### src/hw/rtl/lcd_scanline_mode_timer_defines.svh
// ----------------------------------------------------------------------------
// lcd_scanline_mode_timer_defines.svh
// Assertion macros for the scanline mode timer; bodies are empty in synthesis
// ----------------------------------------------------------------------------
`ifndef LCD_SCANLINE_MODE_TIMER_DEFINES_SVH
`define LCD_SCANLINE_MODE_TIMER_DEFINES_SVH

`ifndef SYNTHESIS

// property that must hold at every clock edge out of reset
`define LSMT_ASSERT(label, expr) \
    label: assert property (@(posedge clk) disable iff (!rst_n) (expr)) \
        else $error("lcd_scanline_mode_timer: assertion failed");

// antecedent in this cycle implies consequent in the next cycle
`define LSMT_ASSERT_NEXT(label, ante, cons) \
    label: assert property (@(posedge clk) disable iff (!rst_n) (ante) |=> (cons)) \
        else $error("lcd_scanline_mode_timer: assertion failed");

`else

`define LSMT_ASSERT(label, expr)
`define LSMT_ASSERT_NEXT(label, ante, cons)

`endif

`endif

### src/hw/rtl/lsmt_pkg.sv
// ----------------------------------------------------------------------------
// lsmt_pkg
// Types and fixed constants of the scanline mode timer
// ----------------------------------------------------------------------------
package lsmt_pkg;

    // display mode as reported in the status word
    typedef enum logic [1:0] {
        MODE_HBLANK = 2'd0,
        MODE_VBLANK = 2'd1,
        MODE_OAM    = 2'd2,
        MODE_DRAW   = 2'd3
    } mode_t;

    // configuration register indexes
    typedef logic [1:0] cfg_index_t;
    localparam cfg_index_t CFG_DISPLAY_ENABLE     = 2'd0;
    localparam cfg_index_t CFG_LINE_COMPARE       = 2'd1;
    localparam cfg_index_t CFG_STATUS_IRQ_ENABLES = 2'd2;

    // status request enable bit positions
    localparam int unsigned IRQ_EN_HBLANK = 0;
    localparam int unsigned IRQ_EN_VBLANK = 1;
    localparam int unsigned IRQ_EN_OAM    = 2;
    localparam int unsigned IRQ_EN_LYC    = 3;

    // last line that is drawn; lines after it are vertical blank
    localparam logic [7:0] LAST_VISIBLE_LINE = 8'd143;

endpackage

### src/hw/rtl/lcd_scanline_mode_timer.sv
// ----------------------------------------------------------------------------
// lcd_scanline_mode_timer
// Dot/line counter and display mode sequencer of an LCD controller
// ----------------------------------------------------------------------------
// Each input transfer carries the number of dot clocks elapsed since the last
// one; each produces exactly one result transfer with the line counter, the
// display mode, the coincidence flag and three one-shot pulses (vblank
// request, gated status request, line-render strobe). One item is taken per
// clock cycle while the result is not stalled: the item is held in an input
// register, and the timer state and the result register are then updated
// together from it by one add and compare-subtract on the dot position plus
// the mode decision. A stalled result holds the input register, which frees
// again in the cycle the result is taken. Configuration writes are always
// accepted and take effect for items that follow.
`include "lcd_scanline_mode_timer_defines.svh"

module lcd_scanline_mode_timer #(
    parameter int unsigned DOTS_PER_LINE   = 456,
    parameter int unsigned LINES_PER_FRAME = 154,
    parameter int unsigned OAM_SCAN_DOTS   = 80,
    parameter int unsigned DRAW_DOTS       = 172
) (
    input  logic                  clk,
    input  logic                  rst_n,

    input  logic                  cfg_valid,
    output logic                  cfg_ready,
    input  lsmt_pkg::cfg_index_t  cfg_index,
    input  logic [7:0]            cfg_data,

    input  logic                  in_valid,
    output logic                  in_ready,
    input  logic [7:0]            elapsed_dots,

    output logic                  out_valid,
    input  logic                  out_ready,
    output logic [7:0]            current_line,
    output logic [1:0]            display_mode,
    output logic                  coincidence_flag,
    output logic                  vblank_request,
    output logic                  status_request,
    output logic                  render_line_strobe
);

    import lsmt_pkg::*;

    localparam logic [9:0] LINE_DOTS  = 10'(DOTS_PER_LINE);
    localparam logic [8:0] LINE_COUNT = 9'(LINES_PER_FRAME);
    localparam logic [9:0] OAM_DOTS   = 10'(OAM_SCAN_DOTS);
    localparam logic [7:0] DRAW_LEN   = 8'(DRAW_DOTS);

    // configuration registers
    logic       display_enable_reg;
    logic [7:0] line_compare_reg;
    logic [3:0] irq_enables_reg;

    // handshake and input register
    logic       in_valid_reg;
    logic [7:0] elapsed_reg;
    logic       out_valid_reg;
    logic       advance;

    // timer state
    logic [8:0] dot_reg;
    logic [8:0] dot_next;
    logic [7:0] line_reg;
    logic [7:0] line_next;
    mode_t      mode_reg;
    mode_t      mode_next;
    logic       coin_reg;
    logic       coin_next;
    logic [7:0] draw_len_reg;
    logic [7:0] draw_len_next;

    // result pulses
    logic       vblank_req_reg;
    logic       vblank_req_next;
    logic       status_req_reg;
    logic       status_req_next;
    logic       strobe_reg;
    logic       strobe_next;

    // step datapath
    logic [9:0] dot_sum;
    logic       line_wrap;
    logic [8:0] dot_step;
    logic [8:0] line_inc;
    logic [7:0] line_step;
    logic [7:0] draw_len_base;
    logic       visible;
    logic       coin_hit;

    // configuration writes
    assign cfg_ready = 1'b1;

    always_ff @(posedge clk or negedge rst_n)
    begin
        if (!rst_n)
        begin
            display_enable_reg <= 1'b0;
            line_compare_reg   <= 8'd0;
            irq_enables_reg    <= 4'd0;
        end
        else if (cfg_valid && cfg_ready)
        begin
            unique case (cfg_index)
                CFG_DISPLAY_ENABLE:     display_enable_reg <= cfg_data[0];
                CFG_LINE_COMPARE:       line_compare_reg   <= cfg_data;
                CFG_STATUS_IRQ_ENABLES: irq_enables_reg    <= cfg_data[3:0];
                default:                ;
            endcase
        end
    end

    // handshake: an item moves on when the result slot is free or being taken
    assign advance   = in_valid_reg && (!out_valid_reg || out_ready);
    assign in_ready  = !in_valid_reg || advance;
    assign out_valid = out_valid_reg;

    always_ff @(posedge clk or negedge rst_n)
    begin
        if (!rst_n)
        begin
            in_valid_reg  <= 1'b0;
            out_valid_reg <= 1'b0;
        end
        else
        begin
            if (in_ready)
            begin
                in_valid_reg <= in_valid;
            end
            if (advance)
            begin
                out_valid_reg <= 1'b1;
            end
            else if (out_ready)
            begin
                out_valid_reg <= 1'b0;
            end
        end
    end

    // input payload register
    always_ff @(posedge clk)
    begin
        if (in_valid && in_ready)
        begin
            elapsed_reg <= elapsed_dots;
        end
    end

    // dot position with a single wrap at the line length
    assign dot_sum   = {1'b0, dot_reg} + {2'b00, elapsed_reg};
    assign line_wrap = dot_sum >= LINE_DOTS;
    assign dot_step  = line_wrap ? 9'(dot_sum - LINE_DOTS) : dot_sum[8:0];

    // line counter and coincidence on a line change
    assign line_inc      = {1'b0, line_reg} + 9'd1;
    assign line_step     = !line_wrap ? line_reg :
                           (line_inc == LINE_COUNT) ? 8'd0 : line_inc[7:0];
    assign draw_len_base = line_wrap ? 8'd0 : draw_len_reg;
    assign coin_hit      = line_step == line_compare_reg;
    assign visible       = line_step <= LAST_VISIBLE_LINE;

    // next state: at most one mode change per step
    always_comb
    begin
        dot_next      = dot_step;
        line_next     = line_step;
        coin_next     = line_wrap ? coin_hit : coin_reg;
        draw_len_next = draw_len_base;
        mode_next     = mode_reg;
        if (!display_enable_reg)
        begin
            dot_next      = 9'd0;
            line_next     = 8'd0;
            coin_next     = coin_reg;
            draw_len_next = draw_len_reg;
            mode_next     = MODE_HBLANK;
        end
        else if (!visible)
        begin
            mode_next = MODE_VBLANK;
        end
        else if ({1'b0, dot_step} < OAM_DOTS && mode_reg != MODE_OAM)
        begin
            mode_next = MODE_OAM;
        end
        else if ({1'b0, dot_step} >= OAM_DOTS && mode_reg == MODE_OAM)
        begin
            mode_next     = MODE_DRAW;
            draw_len_next = DRAW_LEN;
        end
        else if ({1'b0, dot_step} >= OAM_DOTS + {2'b00, draw_len_base} &&
                 mode_reg == MODE_DRAW)
        begin
            mode_next = MODE_HBLANK;
        end
    end

    // outputs: pulses from the mode transition and line change of this step
    always_comb
    begin
        vblank_req_next = 1'b0;
        status_req_next = 1'b0;
        strobe_next     = 1'b0;
        if (display_enable_reg)
        begin
            vblank_req_next = mode_reg != MODE_VBLANK && mode_next == MODE_VBLANK;
            strobe_next     = mode_reg == MODE_DRAW && mode_next == MODE_HBLANK;
            status_req_next =
                (line_wrap && coin_hit && irq_enables_reg[IRQ_EN_LYC]) ||
                (vblank_req_next && irq_enables_reg[IRQ_EN_VBLANK]) ||
                (strobe_next && irq_enables_reg[IRQ_EN_HBLANK]) ||
                (mode_reg != MODE_OAM && mode_next == MODE_OAM &&
                 irq_enables_reg[IRQ_EN_OAM]);
        end
    end

    // timer state, updated once per item
    always_ff @(posedge clk or negedge rst_n)
    begin
        if (!rst_n)
        begin
            dot_reg      <= 9'd0;
            line_reg     <= 8'd0;
            mode_reg     <= MODE_HBLANK;
            coin_reg     <= 1'b0;
            draw_len_reg <= 8'd0;
        end
        else if (advance)
        begin
            dot_reg      <= dot_next;
            line_reg     <= line_next;
            mode_reg     <= mode_next;
            coin_reg     <= coin_next;
            draw_len_reg <= draw_len_next;
        end
    end

    // result pulses
    always_ff @(posedge clk or negedge rst_n)
    begin
        if (!rst_n)
        begin
            vblank_req_reg <= 1'b0;
            status_req_reg <= 1'b0;
            strobe_reg     <= 1'b0;
        end
        else if (advance)
        begin
            vblank_req_reg <= vblank_req_next;
            status_req_reg <= status_req_next;
            strobe_reg     <= strobe_next;
        end
    end

    // result fields reflect the state left by the last item
    assign current_line       = line_reg;
    assign display_mode       = mode_reg;
    assign coincidence_flag   = coin_reg;
    assign vblank_request     = vblank_req_reg;
    assign status_request     = status_req_reg;
    assign render_line_strobe = strobe_reg;

    // checks
    `LSMT_ASSERT(a_dot_in_line, {1'b0, dot_reg} < LINE_DOTS)
    `LSMT_ASSERT(a_line_in_frame, {1'b0, line_reg} < LINE_COUNT)
    `LSMT_ASSERT(a_vblank_mode, !vblank_req_reg || (mode_reg == MODE_VBLANK && line_reg > LAST_VISIBLE_LINE))
    `LSMT_ASSERT(a_strobe_hblank, !strobe_reg || mode_reg == MODE_HBLANK)
    `LSMT_ASSERT_NEXT(a_disabled_home, advance && !display_enable_reg, line_reg == 8'd0 && dot_reg == 9'd0 && !status_req_reg)

endmodule
### config.mk
export PLATFORM = sky130hd
export DESIGN_NAME = lcd_scanline_mode_timer
export DESIGN_NICKNAME = d
export VERILOG_FILES = /design/src/hw/rtl/lsmt_pkg.sv /design/src/hw/rtl/lcd_scanline_mode_timer.sv
export VERILOG_INCLUDE_DIRS = /design/src /design/src/hw/rtl
export SDC_FILE = /design/constraint.sdc
export NUM_CORES = 1
export LEC_CHECK = 0
export ABC_AREA = 1
export ABC_CLOCK_PERIOD_IN_PS = 4890
export BUFFER_PORTS_ARGS = -buffer_cell sky130_fd_sc_hd__buf_4
export CAP_MARGIN = 20
export CORE_UTILIZATION = 40
export CTS_BUF_LIST = sky130_fd_sc_hd__clkbuf_16
export DETAILED_ROUTE_END_ITERATION = 10
export PLACE_DENSITY_LB_ADDON = 0.3
export SLEW_MARGIN = 20
export SYNTH_ARGS = -nofsm -noshare
export SYNTH_HDL_FRONTEND = slang
export SYNTH_SLANG_ARGS = --single-unit
### constraint.sdc
create_clock -name clk -period 4.89 [get_ports clk]
set_input_delay 0.978 -clock clk [delete_from_list [all_inputs] [get_ports clk]]
set_output_delay 0.978 -clock clk [all_outputs]
set_load 0.05 [all_outputs]
# Word-level counts from Yosys, hierarchy flattened
# Cells that the tools add are included.
[word_totals]
reg_bits = 54
input_bits = 23
output_inout_bits = 17
wordCells = 80
[classes]
n_addsub = 4
n_lt_le_gt_ge = 5
eq_ne = 10
muxes = 19
n_reduce_logical = 28
[op_table]
columns = ["cell", "n"]
rows = [
  ["$mux W8", 7],
  ["$mux W9", 2],
  ["$logic_and A1 B1 Y1", 13],
  ["$add A9 B8 Y10", 1],
  ["$ge A10 B9 Y1 const B", 1],
  ["$mux W2", 5],
  ["$add A7 B8 Y9 const A", 1],
  ["$add A8 B1 Y9 const B", 1],
  ["$eq A9 B8 Y1 const B", 1],
  ["$ge A9 B7 Y1 const B", 1],
  ["$ge A9 B9 Y1", 1],
  ["$lt A9 B7 Y1 const B", 1],
  ["$sub A9 B9 Y9 const B", 1],
  ["$eq A2 B2 Y1 const B", 4],
  ["$eq A8 B8 Y1", 1],
  ["$le A8 B8 Y1 const B", 1],
  ["$reduce_and A2 Y1", 4],
  ["$logic_or A1 B1 Y1", 5],
  ["$mux W1", 5],
  ["$eq A2 B1 Y1 const B", 2],
  ["$logic_not A2 Y1", 2],
  ["$reduce_and A3 Y1", 1],
  ["$logic_not A1 Y1", 2],
  ["$ne A2 B1 Y1 const B", 1],
  ["2 further kinds", 2],
]

# Logic depth before layout (Yosys ltp)
[depth]
depth_word = 18
mapped_depth = 30

# Worst setup path after synthesis
# No wires, ideal clock.
[synth_timing]
path_type = "reg-to-reg"
from = "reg elapsed_reg[0]"
to = "reg status_req_reg, in the netlist status_request"
arrival_time_ps = 3406
t_required_ps = 4765
slack_ps = 1359
stages_incl_launch_ff = 27
n_path_buf = 1
period_less_slack_ps = 3531
cell_sequence = "edfxtp_1 -> ha_1 -> fa_1 -> nand2_1 -> nand2_1 -> nand2_1 -> nand2_1 -> nor2_4 -> nand2_4 -> nand3_4 -> nand2_4 -> buf_8 -> o21ai_0 -> o21a_1 -> ha_1 -> a21oi_1 -> nor2_1 -> a211oi_1 -> nand3_1 -> nand2_1 -> nand2_1 -> nand2_1 -> nand2_1 -> nand2_2 -> nand2_1 -> nand3_1 -> nand3_1"
[synth_between]
elab_chain_len = 18
elab_cells_between_ends = 35
[synth_rtl]
columns = ["item", "line", "source"]
rows = [
  ["start: declaration", "lcd_scanline_mode_timer.sv:59", "logic [7:0] elapsed_reg;"],
  ["start signal: assignment", "lcd_scanline_mode_timer.sv:149", "elapsed_reg <= elapsed_dots;"],
  ["$add A9 B8 Y10 *", "lcd_scanline_mode_timer.sv:154", "assign dot_sum = {1'b0, dot_reg} + {2'b00, elapsed_reg};"],
  ["$ge A10 B9 Y1", "lcd_scanline_mode_timer.sv:155", "assign line_wrap = dot_sum >= LINE_DOTS;"],
  ["$mux W8", "lcd_scanline_mode_timer.sv:162", "assign draw_len_base = line_wrap ? 8'd0 : draw_len_reg;"],
  ["$add A7 B8 Y9", "lcd_scanline_mode_timer.sv:195", "else if ({1'b0, dot_step} >= OAM_DOTS + {2'b00, draw_len_base} &&"],
  ["$ge A9 B9 Y1", "lcd_scanline_mode_timer.sv:195", ""],
  ["$logic_and A1 B1 Y1", "lcd_scanline_mode_timer.sv:195", ""],
  ["$mux W2", "lcd_scanline_mode_timer.sv:195", ""],
  ["$mux W2", "lcd_scanline_mode_timer.sv:190", "else if ({1'b0, dot_step} >= OAM_DOTS && mode_reg == MODE_OAM)"],
  ["(+2 left out)", "-", ""],
  ["$mux W2", "lcd_scanline_mode_timer.sv:174", "if (!display_enable_reg)"],
  ["$eq A2 B1 Y1", "lcd_scanline_mode_timer.sv:210", "vblank_req_next = mode_reg != MODE_VBLANK && mode_next == MODE_VBLANK;"],
  ["$logic_and A1 B1 Y1", "lcd_scanline_mode_timer.sv:210", ""],
  ["$logic_and A1 B1 Y1", "lcd_scanline_mode_timer.sv:214", "(vblank_req_next && irq_enables_reg[IRQ_EN_VBLANK]) ||"],
  ["$logic_or A1 B1 Y1", "lcd_scanline_mode_timer.sv:213", "(line_wrap && coin_hit && irq_enables_reg[IRQ_EN_LYC]) ||"],
  ["$logic_or A1 B1 Y1", "lcd_scanline_mode_timer.sv:214", ""],
  ["$logic_or A1 B1 Y1 *", "lcd_scanline_mode_timer.sv:215", "(strobe_next && irq_enables_reg[IRQ_EN_HBLANK]) ||"],
  ["$mux W1 *", "lcd_scanline_mode_timer.sv:208", "if (display_enable_reg)"],
  ["end signal: assignment", "lcd_scanline_mode_timer.sv:254", "status_req_reg <= status_req_next;"],
  ["end: declaration", "lcd_scanline_mode_timer.sv:78", "logic status_req_reg;"],
]
# Every way passes the cells marked *; elsewhere a longest branch is shown, timed or not.
# A chain may end at the register's enable or synchronous reset.

# Worst setup path after layout
# Ends and elaborated chain as after synthesis.

==> summary.md <==
| Metric | Value |
|---|---|
| Routed WL | `7.029 mm` |
| Synth unique cells | `41` |
| Cells after Synth | `between 400 and 500` |
| Setup-failing EPs final | `0` |
| CTS tree | `yes` |
| Core area | `8217 µm²` |
| Max-slew violations | `0` |
| Longest Clk Path Bufs | `2` |
| Vias in the first global route | `around 2600` |
| WS Path Type | `flop to flop` |
| Most frequent cells after synthesis | `nand2_1 (118), inv_1 (56), dfrtp_1 (46)` |
| Actual slew at the worst max-slew pin | `approximately 600 ps` |
| # rows | `33` |
| Leakage power | `roughly 2.1 nW` |
| R2R Setup Slk | `~1000 ps` |
| DP HPWL | `between 5 and 6 mm` |
| Slowest-stage cell, CP | `fa_1` |
| Status | `completed` |
| WHS Endpoint | `draw_len_reg[2]$_DFFE_PN0P_` |
| CP bufs+invs | `0` |
| Synth area leaders | `dfrtp_1 (34%), nand2_1 (13%), edfxtp_1 (7.1%)` |
| Max incr delay on CP | `~430 ps` |
| Yosys top cell area share | `between 30% and 40%` |
| Pre-Repair DR Iteration Count | `4` |
| Port bufs | `38` |
| Share of cells above drive strength 1 | `18.28%` |
| Ports | `40` |
| Layout area overhead | `15.60%` |
| Antenna violations before repair | `0` |
| Worst-path clk slew | `roughly 70 ps` |
| Largest delay share family, worst path | `simple AND/OR/NAND/NOR gates` |
| CP startpoint kind | `flop` |
| Post-Syn Area | `3401 µm²` |
| Power Dens Cells | `583.4 nW/µm²` |
| Hold WC Path Type | `flop to flop` |
| Synth Flop Type | `dfrtp_1` |
| Post-route ant nets | `0` |
| FF-to-FF path depth | `25` |
| Mean routed wirelength per cell | `around 12 µm` |
| Nets | `about 510` |
| N_diodes | `0` |
| Setup TNS | `0 ps` |
| Ys Warns | `0` |
| Worst R2R End | `status_request$_DFFE_PN0P_` |
| RSZ-0062 raised after global routing | `false` |
| Met1 Use GR | `between 20% and 30%` |
| Mean post-synth cell area | `approximately 8.0 µm²` |
| DRT iter0 DRCs | `approximately 180` |
| Vias per inst | `4.925` |
| Resized Gates After CTS | `0` |
| Starting Density | `between 40% and 50%` |
| Congestion Overflow GR | `0` |
| Num CTS Buffers | `5` |
| Clock insertion delay at the later pin of the skew report | `~300 ps` |
| Worst vdd ir | `around 0.00022 V` |
| Top Usage Layer GRT | `met2` |
| Cell Area, Placed | `about 3800 µm²` |
| Count leader, synth | `nand2_1` |
| Crit. path cell count | `25` |
| Tot Pwr | `2.294 mW` |
| Pin count of the biggest net entering global routing | `47` |
| CTS root buffer | `clkbuf_16` |
| Syn Nets | `466` |
| Sink Count | `54` |
| First-pass GRT wire length | `between 10 and 15 mm` |
| Post-synth ARST share | `between 80 and 90%` |
| Setup bufs post-CTS | `0` |
| Hold_buf cts | `0` |
| Area leader, netlist | `dfrtp_1` |
| Die Y-Extent | `94.21 µm` |
| H-tree Lvls | `2` |
| RR Startpoint | `elapsed_reg[0]$_DFFE_PP_` |
| Crit path capture type | `flop` |
| Fmax | `approximately 0.26 GHz` |
| Crit path DAT | `4070 ps` |
| Die area | `between 8000 and 9000 µm²` |
| GPL Wtd Cong | `between 0.8 and 0.9` |
| WP data required | `between 5000 and 6000 ps` |
| Gr usage total | `about 17%` |
| Grt met3 use | `under 10%` |
| Max reg flops | `9` |
| Max_slew headroom | `around 60%` |
| Crit path time final | `between 3000 and 4000 ps` |
| # DRC | `0` |
| Seq cells post-synth | `54` |
| Die width | `94.21 µm` |
| Worst-path fanout max | `15` |
| Final Instance Area | `around 4000 µm²` |
| Final worst path period share | `between 70% and 80%` |
| Final hold viol count | `0` |
| WHS Path Cells | `2` |
| Vias | `approximately 2800` |
| Worst Hold Launch | `draw_len_reg[2]$_DFFE_PN0P_` |
| EDFF count, synth | `8` |
| Crit-path most repeated cell | `nand2_1` |
| GR Util met2 | `a little over a quarter` |
| Max cap viols | `0` |
| Sequential share of the synthesized area | `about 41%` |
| Clk_skew | `between 9 and 10 ps` |
cell families (layout without fill, tap and decap cells):
family / count (synthesis) / after routing / share of synthesized area (%)
adder cells (fa/ha/maj): 20 / 20 / 7.579
flip-flops: 54 / 54 / 40.91
AO/OA/AOI/OAI: 58 / 58 / 10.56
other: 1 / 1 / 0.1103
multiplexers: 2 / 2 / 0.6622
buffers and inverters: 70 / 112 / 8.462
XOR/XNOR: 15 / 15 / 4.084
AND/OR/NAND/NOR: 203 / 203 / 27.63
metal layers:
layer	vias to the layer above	routed length, µm
li1	1448	-
met1	1306	3479
met2	45	3230
met3	8	230
met4	0	89
met5	-	0
metrics by stage:
stage	hold WS, ps	std cells	setup slack [ps]	utilization [%]
floorplan	445.2	423	1359	-
global route	501.9	570	546.8	47.85
global placement	466.2	562	1149	46.09
CTS	486.7	570	1004	47.85
finish	487.3	570	997.5	47.85
detailed placement	466.9	562	1041	46.09
worst reg2reg max path: stages, from the launching register on:
cell and delay, ps:
edfxtp_1 370, ha_1 230, fa_1 430, nand2_1 110, nand2_1 70, nand2_1 70
nand2_1 120, nor2_4 130, nand2_4 70, nand3_4 110, nand2_4 160, o21ai_0 360
o21a_1 180, ha_1 230, a21oi_1 130, nor2_1 50, a211oi_1 250, nand3_1 120
nand2_1 90, nand2_1 60, nand2_1 60, nand2_1 50, nand2_2 90, nand2_1 90
nand3_1 70, nand3_1 70
worst max-delay path by stage:
stage,from,endpoint,slack (ps)
3_3_place_gp,elapsed_reg[0]$_DFFE_PP_,status_request$_DFFE_PN0P_,1150
3_5_place_dp,elapsed_reg[0]$_DFFE_PP_,status_request$_DFFE_PN0P_,1040
2_1_floorplan,elapsed_reg[0]$_DFFE_PP_,status_request$_DFFE_PN0P_,1360
6_report,elapsed_reg[0]$_DFFE_PP_,status_request$_DFFE_PN0P_,1000
5_1_grt,elapsed_reg[0]$_DFFE_PP_,status_request$_DFFE_PN0P_,550
4_1_cts,elapsed_reg[0]$_DFFE_PP_,status_request$_DFFE_PN0P_,1000
cell usage in the layout, fill, tap and decap left out:
cell and n:
nand2_1 118, inv_1 56, dfrtp_1 46, buf_4 40, nand3_1 27, nor2_1 26
o21ai_0 21, ha_1 19, a21oi_1 11, xor2_1 10, nand2_2 8, o21ai_2 8
edfxtp_1 8, o22ai_1 7, inv_2 6, nand4_1 6, a22o_1 5, clkbuf_16 5
nand3b_1 4, nand2_4 4, xnor2_1 4, nor2_4 2, o21ai_1 2, inv_4 2
clkinv_1 2, nor3b_1 2, nand3_2 2, mux2_2 2, or2_4 1, nand3_4 1
xor2_2 1, o21bai_1 1, o21a_1 1, nor3_1 1, a211oi_1 1, a21oi_2 1
nand4_2 1, fa_1 1, conb_1 1, inv_6 1
cell type report:
type                    count  area [µm²]
repair buffers             40       300.3
clock inverters             3       18.77
fillers                   772        4285
multi-input cells         299        1722
inverters                  64       242.7
flip-flops and latches     54        1391
clock buffers               5       125.1
well taps                 105       131.4
power by group:
part           internal [mW]  total (mW)  leakage (nW)  switching (mW)
clock network          0.191       0.359        0.0722           0.168
logic                  0.479        1.30          1.33           0.823
registers              0.558       0.632         0.666          0.0742
total                   1.23        2.29          2.07            1.07
No activity file was read; power rests on OpenSTA's default activity.
